==> config.mk <==
export PLATFORM = sky130hd
export DESIGN_NAME = sha1_hash_engine_flat
export DESIGN_NICKNAME = d
export VERILOG_FILES = /design/src/sha1_pkg.sv /design/src/sha1_if.sv /design/src/sha1_front.sv /design/src/sha1_core.sv /design/src/sha1_hash_engine.sv /design/src/flat_wrapper.sv
export SDC_FILE = /design/constraint.sdc
export NUM_CORES = 2
export LEC_CHECK = 0
export BUFFER_PORTS_ARGS = -buffer_cell sky130_fd_sc_hd__buf_2
export CAP_MARGIN = 20
export CORE_UTILIZATION = 40
export CTS_BUF_LIST = sky130_fd_sc_hd__clkbuf_4
export DETAILED_ROUTE_END_ITERATION = 6
export PLACE_DENSITY_LB_ADDON = 0.12
export SYNTH_ARGS = -nofsm -noshare
export SYNTH_HDL_FRONTEND = slang
export SYNTH_SLANG_ARGS = --single-unit
==> constraint.sdc <==
create_clock -name clk_i -period 37.8 [get_ports clk_i]
set_input_delay 7.56 -clock clk_i [delete_from_list [all_inputs] [get_ports clk_i]]
set_output_delay 7.56 -clock clk_i [all_outputs]
set_load 0.005 [all_outputs]
==> src/sha1_pkg.sv <==
package sha1_pkg;

  localparam int unsigned BlockBytes = 64;
  localparam int unsigned LenPos     = 56;
  localparam int unsigned QueueDepth = 4;
  localparam int unsigned Rounds     = 80;

  localparam logic [31:0] H0Init = 32'h67452301;
  localparam logic [31:0] H1Init = 32'hEFCDAB89;
  localparam logic [31:0] H2Init = 32'h98BADCFE;
  localparam logic [31:0] H3Init = 32'h10325476;
  localparam logic [31:0] H4Init = 32'hC3D2E1F0;
  localparam logic [31:0] K0 = 32'h5A827999;
  localparam logic [31:0] K1 = 32'h6ED9EBA1;
  localparam logic [31:0] K2 = 32'h8F1BBCDC;
  localparam logic [31:0] K3 = 32'hCA62C1D6;
  localparam logic [7:0]  PadByte = 8'h80;

  // classified command from front to back
  typedef enum logic [1:0] {
    CmdIdle = 2'd0,
    CmdByte = 2'd1,
    CmdEnd  = 2'd2,
    CmdBoth = 2'd3
  } cmd_e;

  typedef struct packed {
    cmd_e       cmd;
    logic [7:0] data;
  } cmd_t;

  typedef enum logic [2:0] {
    StIdle  = 3'd0,
    StPad   = 3'd1,
    StRound = 3'd2,
    StFold  = 3'd3,
    StOut   = 3'd4
  } back_state_e;

  typedef struct packed {
    logic [31:0] h0;
    logic [31:0] h1;
    logic [31:0] h2;
    logic [31:0] h3;
    logic [31:0] h4;
  } digest_t;

  function automatic logic [31:0] round_k(input logic [6:0] t);
    if (t < 7'd20) return K0;
    else if (t < 7'd40) return K1;
    else if (t < 7'd60) return K2;
    else return K3;
  endfunction

  function automatic logic [31:0] round_f(input logic [6:0] t, input logic [31:0] b,
                                          input logic [31:0] c, input logic [31:0] d);
    if (t < 7'd20) return (b & c) | (~b & d);
    else if (t < 7'd40) return b ^ c ^ d;
    else if (t < 7'd60) return (b & c) | (b & d) | (c & d);
    else return b ^ c ^ d;
  endfunction

endpackage

==> src/sha1_if.sv <==
interface sha1_in_if;
  logic       valid;
  logic       ready;
  logic [7:0] data_byte;
  logic       byte_present;
  logic       last_of_message;
  modport source (output valid, data_byte, byte_present, last_of_message, input ready);
  modport sink   (input valid, data_byte, byte_present, last_of_message, output ready);
endinterface

interface sha1_out_if;
  logic        valid;
  logic        ready;
  logic [31:0] digest_h0;
  logic [31:0] digest_h1;
  logic [31:0] digest_h2;
  logic [31:0] digest_h3;
  logic [31:0] digest_h4;
  modport source (output valid, digest_h0, digest_h1, digest_h2, digest_h3, digest_h4,
                  input ready);
  modport sink   (input valid, digest_h0, digest_h1, digest_h2, digest_h3, digest_h4,
                  output ready);
endinterface

==> src/sha1_front.sv <==
module sha1_front
  import sha1_pkg::*;
#(
  parameter int unsigned Depth = QueueDepth
) (
  input  logic        clk_i,
  input  logic        rst_ni,
  sha1_in_if.sink     in_if,
  output logic        cmd_valid_o,
  input  logic        cmd_ready_i,
  output cmd_t        cmd_o
);

  localparam int unsigned AW = (Depth > 1) ? $clog2(Depth) : 1;

  cmd_t          fifo_q [Depth];
  logic [AW-1:0] wr_q, wr_d, rd_q, rd_d;
  logic [AW:0]   cnt_q, cnt_d;
  logic          push, pop;
  cmd_t          cls;

  // idle beats are dropped here
  always_comb begin
    cls.data = in_if.data_byte;
    case ({in_if.last_of_message, in_if.byte_present})
      2'b01:   cls.cmd = CmdByte;
      2'b10:   cls.cmd = CmdEnd;
      2'b11:   cls.cmd = CmdBoth;
      default: cls.cmd = CmdIdle;
    endcase
  end

  assign in_if.ready = (cnt_q != (AW+1)'(Depth));
  assign push  = in_if.valid && in_if.ready && (cls.cmd != CmdIdle);
  assign pop   = cmd_valid_o && cmd_ready_i;
  assign cmd_valid_o = (cnt_q != '0);
  assign cmd_o = fifo_q[rd_q];

  always_comb begin
    wr_d = wr_q;
    rd_d = rd_q;
    if (push) wr_d = (wr_q == AW'(Depth-1)) ? '0 : wr_q + 1'b1;
    if (pop)  rd_d = (rd_q == AW'(Depth-1)) ? '0 : rd_q + 1'b1;
    cnt_d = cnt_q + (AW+1)'(push) - (AW+1)'(pop);
  end

  always_ff @(posedge clk_i) begin
    if (push) fifo_q[wr_q] <= cls;
  end

  always_ff @(posedge clk_i or negedge rst_ni) begin
    if (!rst_ni) begin
      wr_q  <= '0;
      rd_q  <= '0;
      cnt_q <= '0;
    end else begin
      wr_q  <= wr_d;
      rd_q  <= rd_d;
      cnt_q <= cnt_d;
    end
  end

`ifndef SYNTHESIS
  a_cnt_max: assert property (@(posedge clk_i) disable iff (!rst_ni)
    cnt_q <= (AW+1)'(Depth)) else $error("queue overflow");
  a_no_idle: assert property (@(posedge clk_i) disable iff (!rst_ni)
    cmd_valid_o |-> cmd_o.cmd != CmdIdle) else $error("idle in queue");
  a_cnt_step: assert property (@(posedge clk_i) disable iff (!rst_ni)
    push && !pop |=> cnt_q == $past(cnt_q) + 1'b1) else $error("count slip");
`endif

endmodule

==> src/sha1_core.sv <==
module sha1_core
  import sha1_pkg::*;
(
  input  logic        clk_i,
  input  logic        rst_ni,
  input  logic        cmd_valid_i,
  output logic        cmd_ready_o,
  input  cmd_t        cmd_i,
  sha1_out_if.source  out_if
);

  back_state_e   state_q, state_d;
  logic [31:0]   w_q [16];
  logic [31:0]   h_q [5];
  logic [31:0]   a_q, b_q, c_q, d_q, e_q;
  logic [5:0]    fill_q;
  logic [63:0]   len_q;
  logic [6:0]    t_q;
  logic          fin_q;   // message end pending (padding after this block)
  logic          lenblk_q; // current pad block carries the length
  logic          pad_q;   // 0x80 already placed in an earlier pad block
  digest_t       dig_q;
  logic          ovalid_q;

  logic          take;
  logic          has_byte, has_end;
  logic [3:0]    s;
  logic [31:0]   wx, wt, tmp;
  logic [63:0]   bits;

  assign take     = (state_q == StIdle) && cmd_valid_i;
  assign cmd_ready_o = (state_q == StIdle);
  assign has_byte = (cmd_i.cmd == CmdByte) || (cmd_i.cmd == CmdBoth);
  assign has_end  = (cmd_i.cmd == CmdEnd)  || (cmd_i.cmd == CmdBoth);
  assign bits     = {len_q[60:0], 3'b000};

  assign s  = t_q[3:0];
  assign wx = w_q[4'(s + 4'd13)] ^ w_q[4'(s + 4'd8)] ^ w_q[4'(s + 4'd2)] ^ w_q[s];
  assign wt = (t_q < 7'd16) ? w_q[s] : {wx[30:0], wx[31]};
  assign tmp = {a_q[26:0], a_q[31:27]} + round_f(t_q, b_q, c_q, d_q) + e_q
             + round_k(t_q) + wt;

  // next state
  always_comb begin
    state_d = state_q;
    case (state_q)
      StIdle: begin
        if (take) begin
          if (has_byte && fill_q == 6'd63) state_d = StRound;
          else if (has_end) state_d = StPad;
        end
      end
      StPad:   state_d = StRound;
      StRound: if (t_q == 7'(Rounds-1)) state_d = StFold;
      StFold: begin
        if (!fin_q) state_d = StIdle;
        else if (lenblk_q) state_d = StOut;
        else state_d = StPad;
      end
      StOut:   if (!ovalid_q) state_d = StIdle;
      default: state_d = StIdle;
    endcase
  end

  // payload datapath
  always_ff @(posedge clk_i) begin
    case (state_q)
      StIdle: begin
        // bytes land big-endian straight in the schedule window
        if (take && has_byte) w_q[fill_q[5:2]][8*(3-fill_q[1:0]) +: 8] <= cmd_i.data;
        if (take && has_byte && fill_q == 6'd63) begin
          a_q <= h_q[0]; b_q <= h_q[1]; c_q <= h_q[2]; d_q <= h_q[3]; e_q <= h_q[4];
        end
      end
      StPad: begin
        // bytes below the fill count stay, the rest becomes padding
        for (int i = 0; i < 16; i++) begin
          for (int j = 0; j < 4; j++) begin
            if (lenblk_q && i >= 14)
              w_q[i][31-8*j -: 8] <= bits[63-8*((i-14)*4+j) -: 8];
            else if (6'(4*i+j) == fill_q && !pad_q)
              w_q[i][31-8*j -: 8] <= PadByte;
            else if (6'(4*i+j) >= fill_q)
              w_q[i][31-8*j -: 8] <= 8'h00;
          end
        end
        a_q <= h_q[0]; b_q <= h_q[1]; c_q <= h_q[2]; d_q <= h_q[3]; e_q <= h_q[4];
      end
      StRound: begin
        if (t_q >= 7'd16) w_q[s] <= wt;
        e_q <= d_q; d_q <= c_q; c_q <= {b_q[1:0], b_q[31:2]}; b_q <= a_q; a_q <= tmp;
      end
      StFold: begin
        dig_q.h0 <= h_q[0] + a_q;
        dig_q.h1 <= h_q[1] + b_q;
        dig_q.h2 <= h_q[2] + c_q;
        dig_q.h3 <= h_q[3] + d_q;
        dig_q.h4 <= h_q[4] + e_q;
      end
      default: ;
    endcase
  end

  // control registers
  always_ff @(posedge clk_i or negedge rst_ni) begin
    if (!rst_ni) begin
      state_q  <= StIdle;
      fill_q   <= '0;
      len_q    <= '0;
      t_q      <= '0;
      fin_q    <= 1'b0;
      lenblk_q <= 1'b0;
      pad_q    <= 1'b0;
      ovalid_q <= 1'b0;
      h_q[0] <= H0Init; h_q[1] <= H1Init; h_q[2] <= H2Init;
      h_q[3] <= H3Init; h_q[4] <= H4Init;
    end else begin
      state_q <= state_d;
      if (out_if.valid && out_if.ready) ovalid_q <= 1'b0;
      case (state_q)
        StIdle: begin
          t_q <= '0;
          if (take) begin
            fin_q <= has_end;
            if (has_byte) begin
              fill_q <= fill_q + 1'b1;
              len_q  <= len_q + 64'd1;
            end
            // pad block holds the length if 0x80 fits before it
            if (has_end)
              lenblk_q <= ((has_byte ? fill_q + 6'd1 : fill_q) < 6'(LenPos))
                          && !(has_byte && fill_q == 6'd63);
          end
        end
        StRound: t_q <= t_q + 1'b1;
        StFold: begin
          t_q <= '0;
          h_q[0] <= h_q[0] + a_q; h_q[1] <= h_q[1] + b_q; h_q[2] <= h_q[2] + c_q;
          h_q[3] <= h_q[3] + d_q; h_q[4] <= h_q[4] + e_q;
          if (fin_q && lenblk_q) begin
            ovalid_q <= 1'b1;
          end else if (fin_q) begin
            // second pad block: 0x80 already placed or not, length follows
            lenblk_q <= 1'b1;
            if (fill_q == 6'd0) fill_q <= 6'd0;
          end
        end
        StPad: begin
          pad_q <= 1'b1;
          if (!lenblk_q) fill_q <= '0;
        end
        StOut: begin
          if (!ovalid_q) begin
            fill_q <= '0; len_q <= '0; fin_q <= 1'b0; lenblk_q <= 1'b0; pad_q <= 1'b0;
            h_q[0] <= H0Init; h_q[1] <= H1Init; h_q[2] <= H2Init;
            h_q[3] <= H3Init; h_q[4] <= H4Init;
          end
        end
        default: ;
      endcase
    end
  end

  // output drive
  always_comb begin
    out_if.valid     = ovalid_q;
    out_if.digest_h0 = dig_q.h0;
    out_if.digest_h1 = dig_q.h1;
    out_if.digest_h2 = dig_q.h2;
    out_if.digest_h3 = dig_q.h3;
    out_if.digest_h4 = dig_q.h4;
  end

`ifndef SYNTHESIS
  a_out_hold: assert property (@(posedge clk_i) disable iff (!rst_ni)
    ovalid_q |-> state_q == StOut) else $error("digest outside output state");
  a_round_end: assert property (@(posedge clk_i) disable iff (!rst_ni)
    state_q == StRound && t_q == 7'(Rounds-1) |=> state_q == StFold)
    else $error("round count slip");
  a_busy: assert property (@(posedge clk_i) disable iff (!rst_ni)
    state_q != StIdle |-> !cmd_ready_o) else $error("ready while busy");
`endif

endmodule

==> src/sha1_hash_engine.sv <==
// sha-1 engine: byte beats in, one 160-bit digest beat per message out
// bytes are taken only while the back end is idle; a full block runs the rounds, then a fold
// message end adds one or two pad blocks, each compressed the same way, then the digest beat
// the back end takes no byte while it compresses a block, so input waits in the queue
// a 4-entry command queue decouples input from the compression back end
// rst_ni async active low: chain words to the init vector, counts and queue cleared
module sha1_hash_engine
  import sha1_pkg::*;
#(
  parameter int unsigned CmdDepth = QueueDepth
) (
  input  logic       clk_i,
  input  logic       rst_ni,
  sha1_in_if.sink    in_if,
  sha1_out_if.source out_if
);

  // front to back command link
  logic cmd_valid;
  logic cmd_ready;
  cmd_t cmd;

  // front classifies beats and drops idle ones
  sha1_front #(.Depth(CmdDepth)) u_front (
    .clk_i       (clk_i),
    .rst_ni      (rst_ni),
    .in_if       (in_if),
    .cmd_valid_o (cmd_valid),
    .cmd_ready_i (cmd_ready),
    .cmd_o       (cmd)
  );

  // back end buffers bytes, pads and compresses
  sha1_core u_core (
    .clk_i       (clk_i),
    .rst_ni      (rst_ni),
    .cmd_valid_i (cmd_valid),
    .cmd_ready_o (cmd_ready),
    .cmd_i       (cmd),
    .out_if      (out_if)
  );

endmodule

==> src/flat_wrapper.sv <==
// flat-port wrapper written by rule: the top's interface ports become plain ports
module sha1_hash_engine_flat import sha1_pkg::*;
#(
  parameter int unsigned CmdDepth = QueueDepth
)
  (clk_i, rst_ni, in_if_valid, in_if_data_byte, in_if_byte_present, in_if_last_of_message, in_if_ready, out_if_valid, out_if_digest_h0, out_if_digest_h1, out_if_digest_h2, out_if_digest_h3, out_if_digest_h4, out_if_ready);
  sha1_in_if in_if_i ();
  sha1_out_if out_if_i ();
  input  logic clk_i;
  input  logic rst_ni;
  input wire logic [$bits(in_if_i.valid)-1:0] in_if_valid;
  input wire logic [$bits(in_if_i.data_byte)-1:0] in_if_data_byte;
  input wire logic [$bits(in_if_i.byte_present)-1:0] in_if_byte_present;
  input wire logic [$bits(in_if_i.last_of_message)-1:0] in_if_last_of_message;
  output wire logic [$bits(in_if_i.ready)-1:0] in_if_ready;
  output wire logic [$bits(out_if_i.valid)-1:0] out_if_valid;
  output wire logic [$bits(out_if_i.digest_h0)-1:0] out_if_digest_h0;
  output wire logic [$bits(out_if_i.digest_h1)-1:0] out_if_digest_h1;
  output wire logic [$bits(out_if_i.digest_h2)-1:0] out_if_digest_h2;
  output wire logic [$bits(out_if_i.digest_h3)-1:0] out_if_digest_h3;
  output wire logic [$bits(out_if_i.digest_h4)-1:0] out_if_digest_h4;
  input wire logic [$bits(out_if_i.ready)-1:0] out_if_ready;
  assign in_if_i.valid = in_if_valid;
  assign in_if_i.data_byte = in_if_data_byte;
  assign in_if_i.byte_present = in_if_byte_present;
  assign in_if_i.last_of_message = in_if_last_of_message;
  assign in_if_ready = in_if_i.ready;
  assign out_if_valid = out_if_i.valid;
  assign out_if_digest_h0 = out_if_i.digest_h0;
  assign out_if_digest_h1 = out_if_i.digest_h1;
  assign out_if_digest_h2 = out_if_i.digest_h2;
  assign out_if_digest_h3 = out_if_i.digest_h3;
  assign out_if_digest_h4 = out_if_i.digest_h4;
  assign out_if_i.ready = out_if_ready;
  sha1_hash_engine #(.CmdDepth(CmdDepth)) u_core (.clk_i(clk_i), .rst_ni(rst_ni), .in_if(in_if_i), .out_if(out_if_i));
endmodule
==> run summary <==
The flow ran to the end, and the final reports show no timing, DRC or antenna violations. Across the whole layout, storage elements account for 0.02854 sq mm. For the final routed database, the setup TNS stands at 0 ns. The area of the die came out at about 0.17 sq mm.

Setup repair after global routing left no endpoint under its margin. The wire length of the first global-routing pass is 369,000 microns. The area added between synthesis and finish came out at 10.61%.

The worst slew slack as a fraction of its limit is 0.05396. The number of H-tree levels came out at 5. The required time reported for the critical path endpoint came out at 38.90 ns.

By startpoint and endpoint, the worst setup path is classified as reg -> reg. The cell count after synthesis is 6,488. Traced cell by cell, the critical path runs through ha_4 -> buf_4 -> mux4_2 -> mux4_2 -> xnor2_1 -> xnor2_1 -> nor2_1 -> a31oi_1 -> fa_1 -> fa_1 -> fa_1 -> inv_1 -> ha_1 -> nor2b_1 -> a311o_1 -> a211oi_2 -> o31ai_1 -> a2111oi_0 -> nor2_1 -> or4_1 -> a31oi_1 -> xor2_1 -> o21ai_1. The tightest hold path in the finished design has a slack of 0.4920 ns. In this design, the largest share of critical-path delay is due to compound AO/OA/AOI/OAI gates. The placed cell count is roughly 8,600. The primary flip-flop cell chosen by synthesis mapping is edfxtp_1.

Summed over all instances, the cell type with the most area after synthesis is edfxtp_1. The die outline width came out at 414.4 microns. The share of synthesized flip-flops with an asynchronous set or reset came out at 0.2214. The clock sink count is 1,120.

The clock buffer count from CTS came out at 333. The category of the worst setup path launch point is a flop. Timing would allow up to 0.09468 GHz.

The data arrival at the endpoint of the critical path is 11.66 ns. The overall routing resource usage is 0.2923. The proportion of synthesized chip area in sequential cells came out at 0.4193. The number of distinct library cells after synthesis is between 80 and 90. The placed wire-length estimate after detailed placement came out at 178,100 microns. The share of post-route cells with drive strength above 1 came out at 0.2023. The cell at the root of the clock tree is clkbuf_4. The maximum fanout encountered on the critical timing path came out at between 60 and 70. Entering global routing, the biggest net connects ~170 pins. The min-delay analysis places its worst path in the category reg -> reg. The number of synthesis warnings came out at 0. The actual transition at the worst max-transition pin came out at 1.419 ns. The number of buffers on the longest clock path came out at 4.

Setup violations remaining at the end of the flow were counted as 0. The max-slew violation total from the final report is 0. The setup clock skew after layout is 0.1021 ns. The site row count came out at 150. The detail-routed via count per cell came out at 5.996.

The remaining design rule violation count is 0. The initial antenna violation count is 11. The number of optimization iterations in the first detailed-route pass is 6. In the final routed layout, each cell accounts on average for 27.76 microns. The multi-input combinational cells in the finished layout cover a total of 0.03713 sq mm. The later-pin clock latency in the skew report came out at 1.43 ns. The count of port buffers added during placement came out at 175. Once the clock tree was built, the resizer swapped 0 gates to a different size. In this run, post-CTS hold repair placed 0 buffers. Sorting the synthesized cells by area gives the leading types as edfxtp_1, mux4_2, dfxtp_1. The number of nets with antenna violations after detailed routing is 0. The DRC violation total after the first TritonRoute iteration is 5,539. 176 I/O pins were placed. In the finished design, the share of the clock period the worst path needs comes to 0.2794. For this design, the slowest cell found on the critical path is dfrtp_4. The number of buffers and inverters on the critical path is 2. Detailed routing inserted a total of 55,056 vias. The placeable core region came out at 0.1680 sq mm. The count of placed standard cells in the final layout, fillers left out came out at 9,182. In this design, the stage delay of the slowest critical-path cell is 1.07 ns. The fill cell total of the finished layout is 16,171. The total of max-cap violations is 0. The number of flops mapped to enable cells by yosys is 476.

Counting every net in the synthesized netlist gives ~6,800. After synthesis the cells add up to 0.06804 sq mm. The via count of the first global-routing pass came out at ~53,000. The die extent in y came out at 414.4 microns. The number of setup buffers added after CTS came out at 0.

The worst setup path is captured at a flop. The initial utilization of the core area, before any placement, comes to 0.4051. The number of hold violations in the final report is 0.

In this design, the critical path's most frequently occurring cell is fa_1. The last weighted congestion value of the routability-driven placer came out at 1.005. The clock period minus worst slack came out at 10.56 ns. TritonCTS built the clock tree. After detailed routing, the total wire length is 254,900 microns.

Synthesis inferred 1,120 register bits. The final net count is 7,082. The clock slew at the register clock pins of the worst setup and hold paths came out at 0.07 ns. The average footprint of a synthesized cell is 10.49 sq um. The total global routing overflow came out at 0.

The proportion of netlist area held by the largest area contributor came out at 0.2101.
[registers in the layout (all words and copies together), names as in the netlist, 2 cells and up]
name / flops
u_core.u_front.cnt_q: 3
u_core.u_core.out_if.digest_h2: 32
u_core.u_core.out_if.digest_h4: 32
u_core.u_core.w_q: 512
u_core.u_core.c_q: 32
u_core.u_core.t_q: 7
u_core.u_core.out_if.digest_h0: 32
u_core.u_core.b_q: 32
u_core.u_core.e_q: 32
u_core.u_front.wr_q: 2
u_core.u_core.out_if.digest_h3: 32
u_core.u_core.h_q: 160
u_core.u_core.d_q: 32
u_core.u_core.out_if.digest_h1: 32
u_core.u_front.rd_q: 2
u_core.u_core.state_q: 3
u_core.u_core.a_q: 32
u_core.u_core.len_q: 61
u_core.u_core.fill_q: 6
u_core.u_front.fifo_q: 40
[synthesized netlist by cell type (101+ instances only)]
cell         n
a21oi_1    262
clkbuf_1   270
dfrtp_1    168
dfxtp_1    396
edfxtp_1   476
fa_1       126
ha_1       210
inv_1      240
mux4_2     458
nand2_1   1072
nand3_1    364
nor2_1     352
o21ai_0    673
xnor2_1    228
xor2_1     101
[placed cells by master (no fill, tap or decap), types with 33 or more instances in the layout]
cell	synthesis	routed
nand2_1	1072	1069
o21ai_0	673	672
clkbuf_4	0	500
edfxtp_1	476	476
mux4_2	458	458
dfxtp_1	396	396
nand3_1	364	363
nor2_1	352	346
a21oi_1	262	260
inv_1	240	240
xnor2_1	228	226
ha_1	210	208
buf_2	56	174
dfrtp_1	168	164
fa_1	126	126
buf_4	6	105
xor2_1	101	100
mux2i_1	100	100
a21o_1	98	98
dfstp_2	80	80
nand2b_1	63	63
nor3_1	59	57
clkinv_1	2	55
o22ai_1	44	44
o21bai_1	39	39
a31oi_1	38	38
o21a_1	33	33
o221ai_1	33	33
[layout make-up]
cell class / count / share of cell area
Antenna cell: 9 / 0.0002992
Clock buffer: 499 / 0.04977
Clock inverter: 73 / 0.004539
Inverter: 243 / 0.01222
Multi-Input combinational cell: 4746 / 0.4933
Sequential cell: 1120 / 0.3792
Tap cell: 2204 / 0.03664
Timing Repair Buffer: 288 / 0.02399
[worst min-delay path, cell delays in order (launching register included)]
cell	delay (ns)
dfxtp_1	0.33
nand2_1	0.05
o21ai_0	0.06
[cells by family after synthesis]
family,Yosys count,share of synthesized area
DFF,1120,0.4193
xor gates and xnor gates,330,0.04259
and+or+nand+nor,2093,0.1334
buffers and inverters,622,0.03722
AOI/OAI and AO/OA,1420,0.1241
adders and majority gates,337,0.07584
muxes,566,0.1676
[routing by layer]
metal,track usage,part of all wire,vias up
met4,0.1677,0.061,8
met1,0.3655,0.39,27315
met3,0.06401,0.082,674
li1,-,-,24412
met2,0.4670,0.47,2647
met5,0,0.00018,-
[metrics by stage]
| stage | worst slack [ns] | util | instance area [sq um] |
|---|---|---|---|
| 3_5_place_dp | 27.40 | 0.4230 | 71060 |
| 6_report | 27.24 | 0.4481 | 75260 |
| 5_1_grt | 26.91 | 0.4481 | 75260 |
| 3_3_place_gp | 27.47 | 0.4229 | 71030 |
| 4_1_cts | 27.37 | 0.4474 | 75150 |
| 2_1_floorplan | 23.95 | - | 68040 |
[path summary, 6_finish.rpt]
kind	startpoint	to	slack, ns	cells past startpoint
setup / recovery	u_core.u_core.t_q[0]	u_core.u_core.a_q[30]	27.24	23
min in group asynchronous	rst_ni	u_core.u_core.h_q[133]	6.19	1
max in group asynchronous	rst_ni	u_core.u_core.h_q[11]	29.42	3
hold reg to reg	u_core.u_core.w_q[10][9]	u_core.u_core.w_q[10][9]	0.49	2
hold / removal	u_core.u_core.w_q[10][9]	u_core.u_core.w_q[10][9]	0.49	2
setup reg to reg	u_core.u_core.t_q[0]	u_core.u_core.a_q[30]	27.24	23
Power is not shown: default switching activity piles up to over one toggle a cycle in this logic, so the estimate is an artifact.
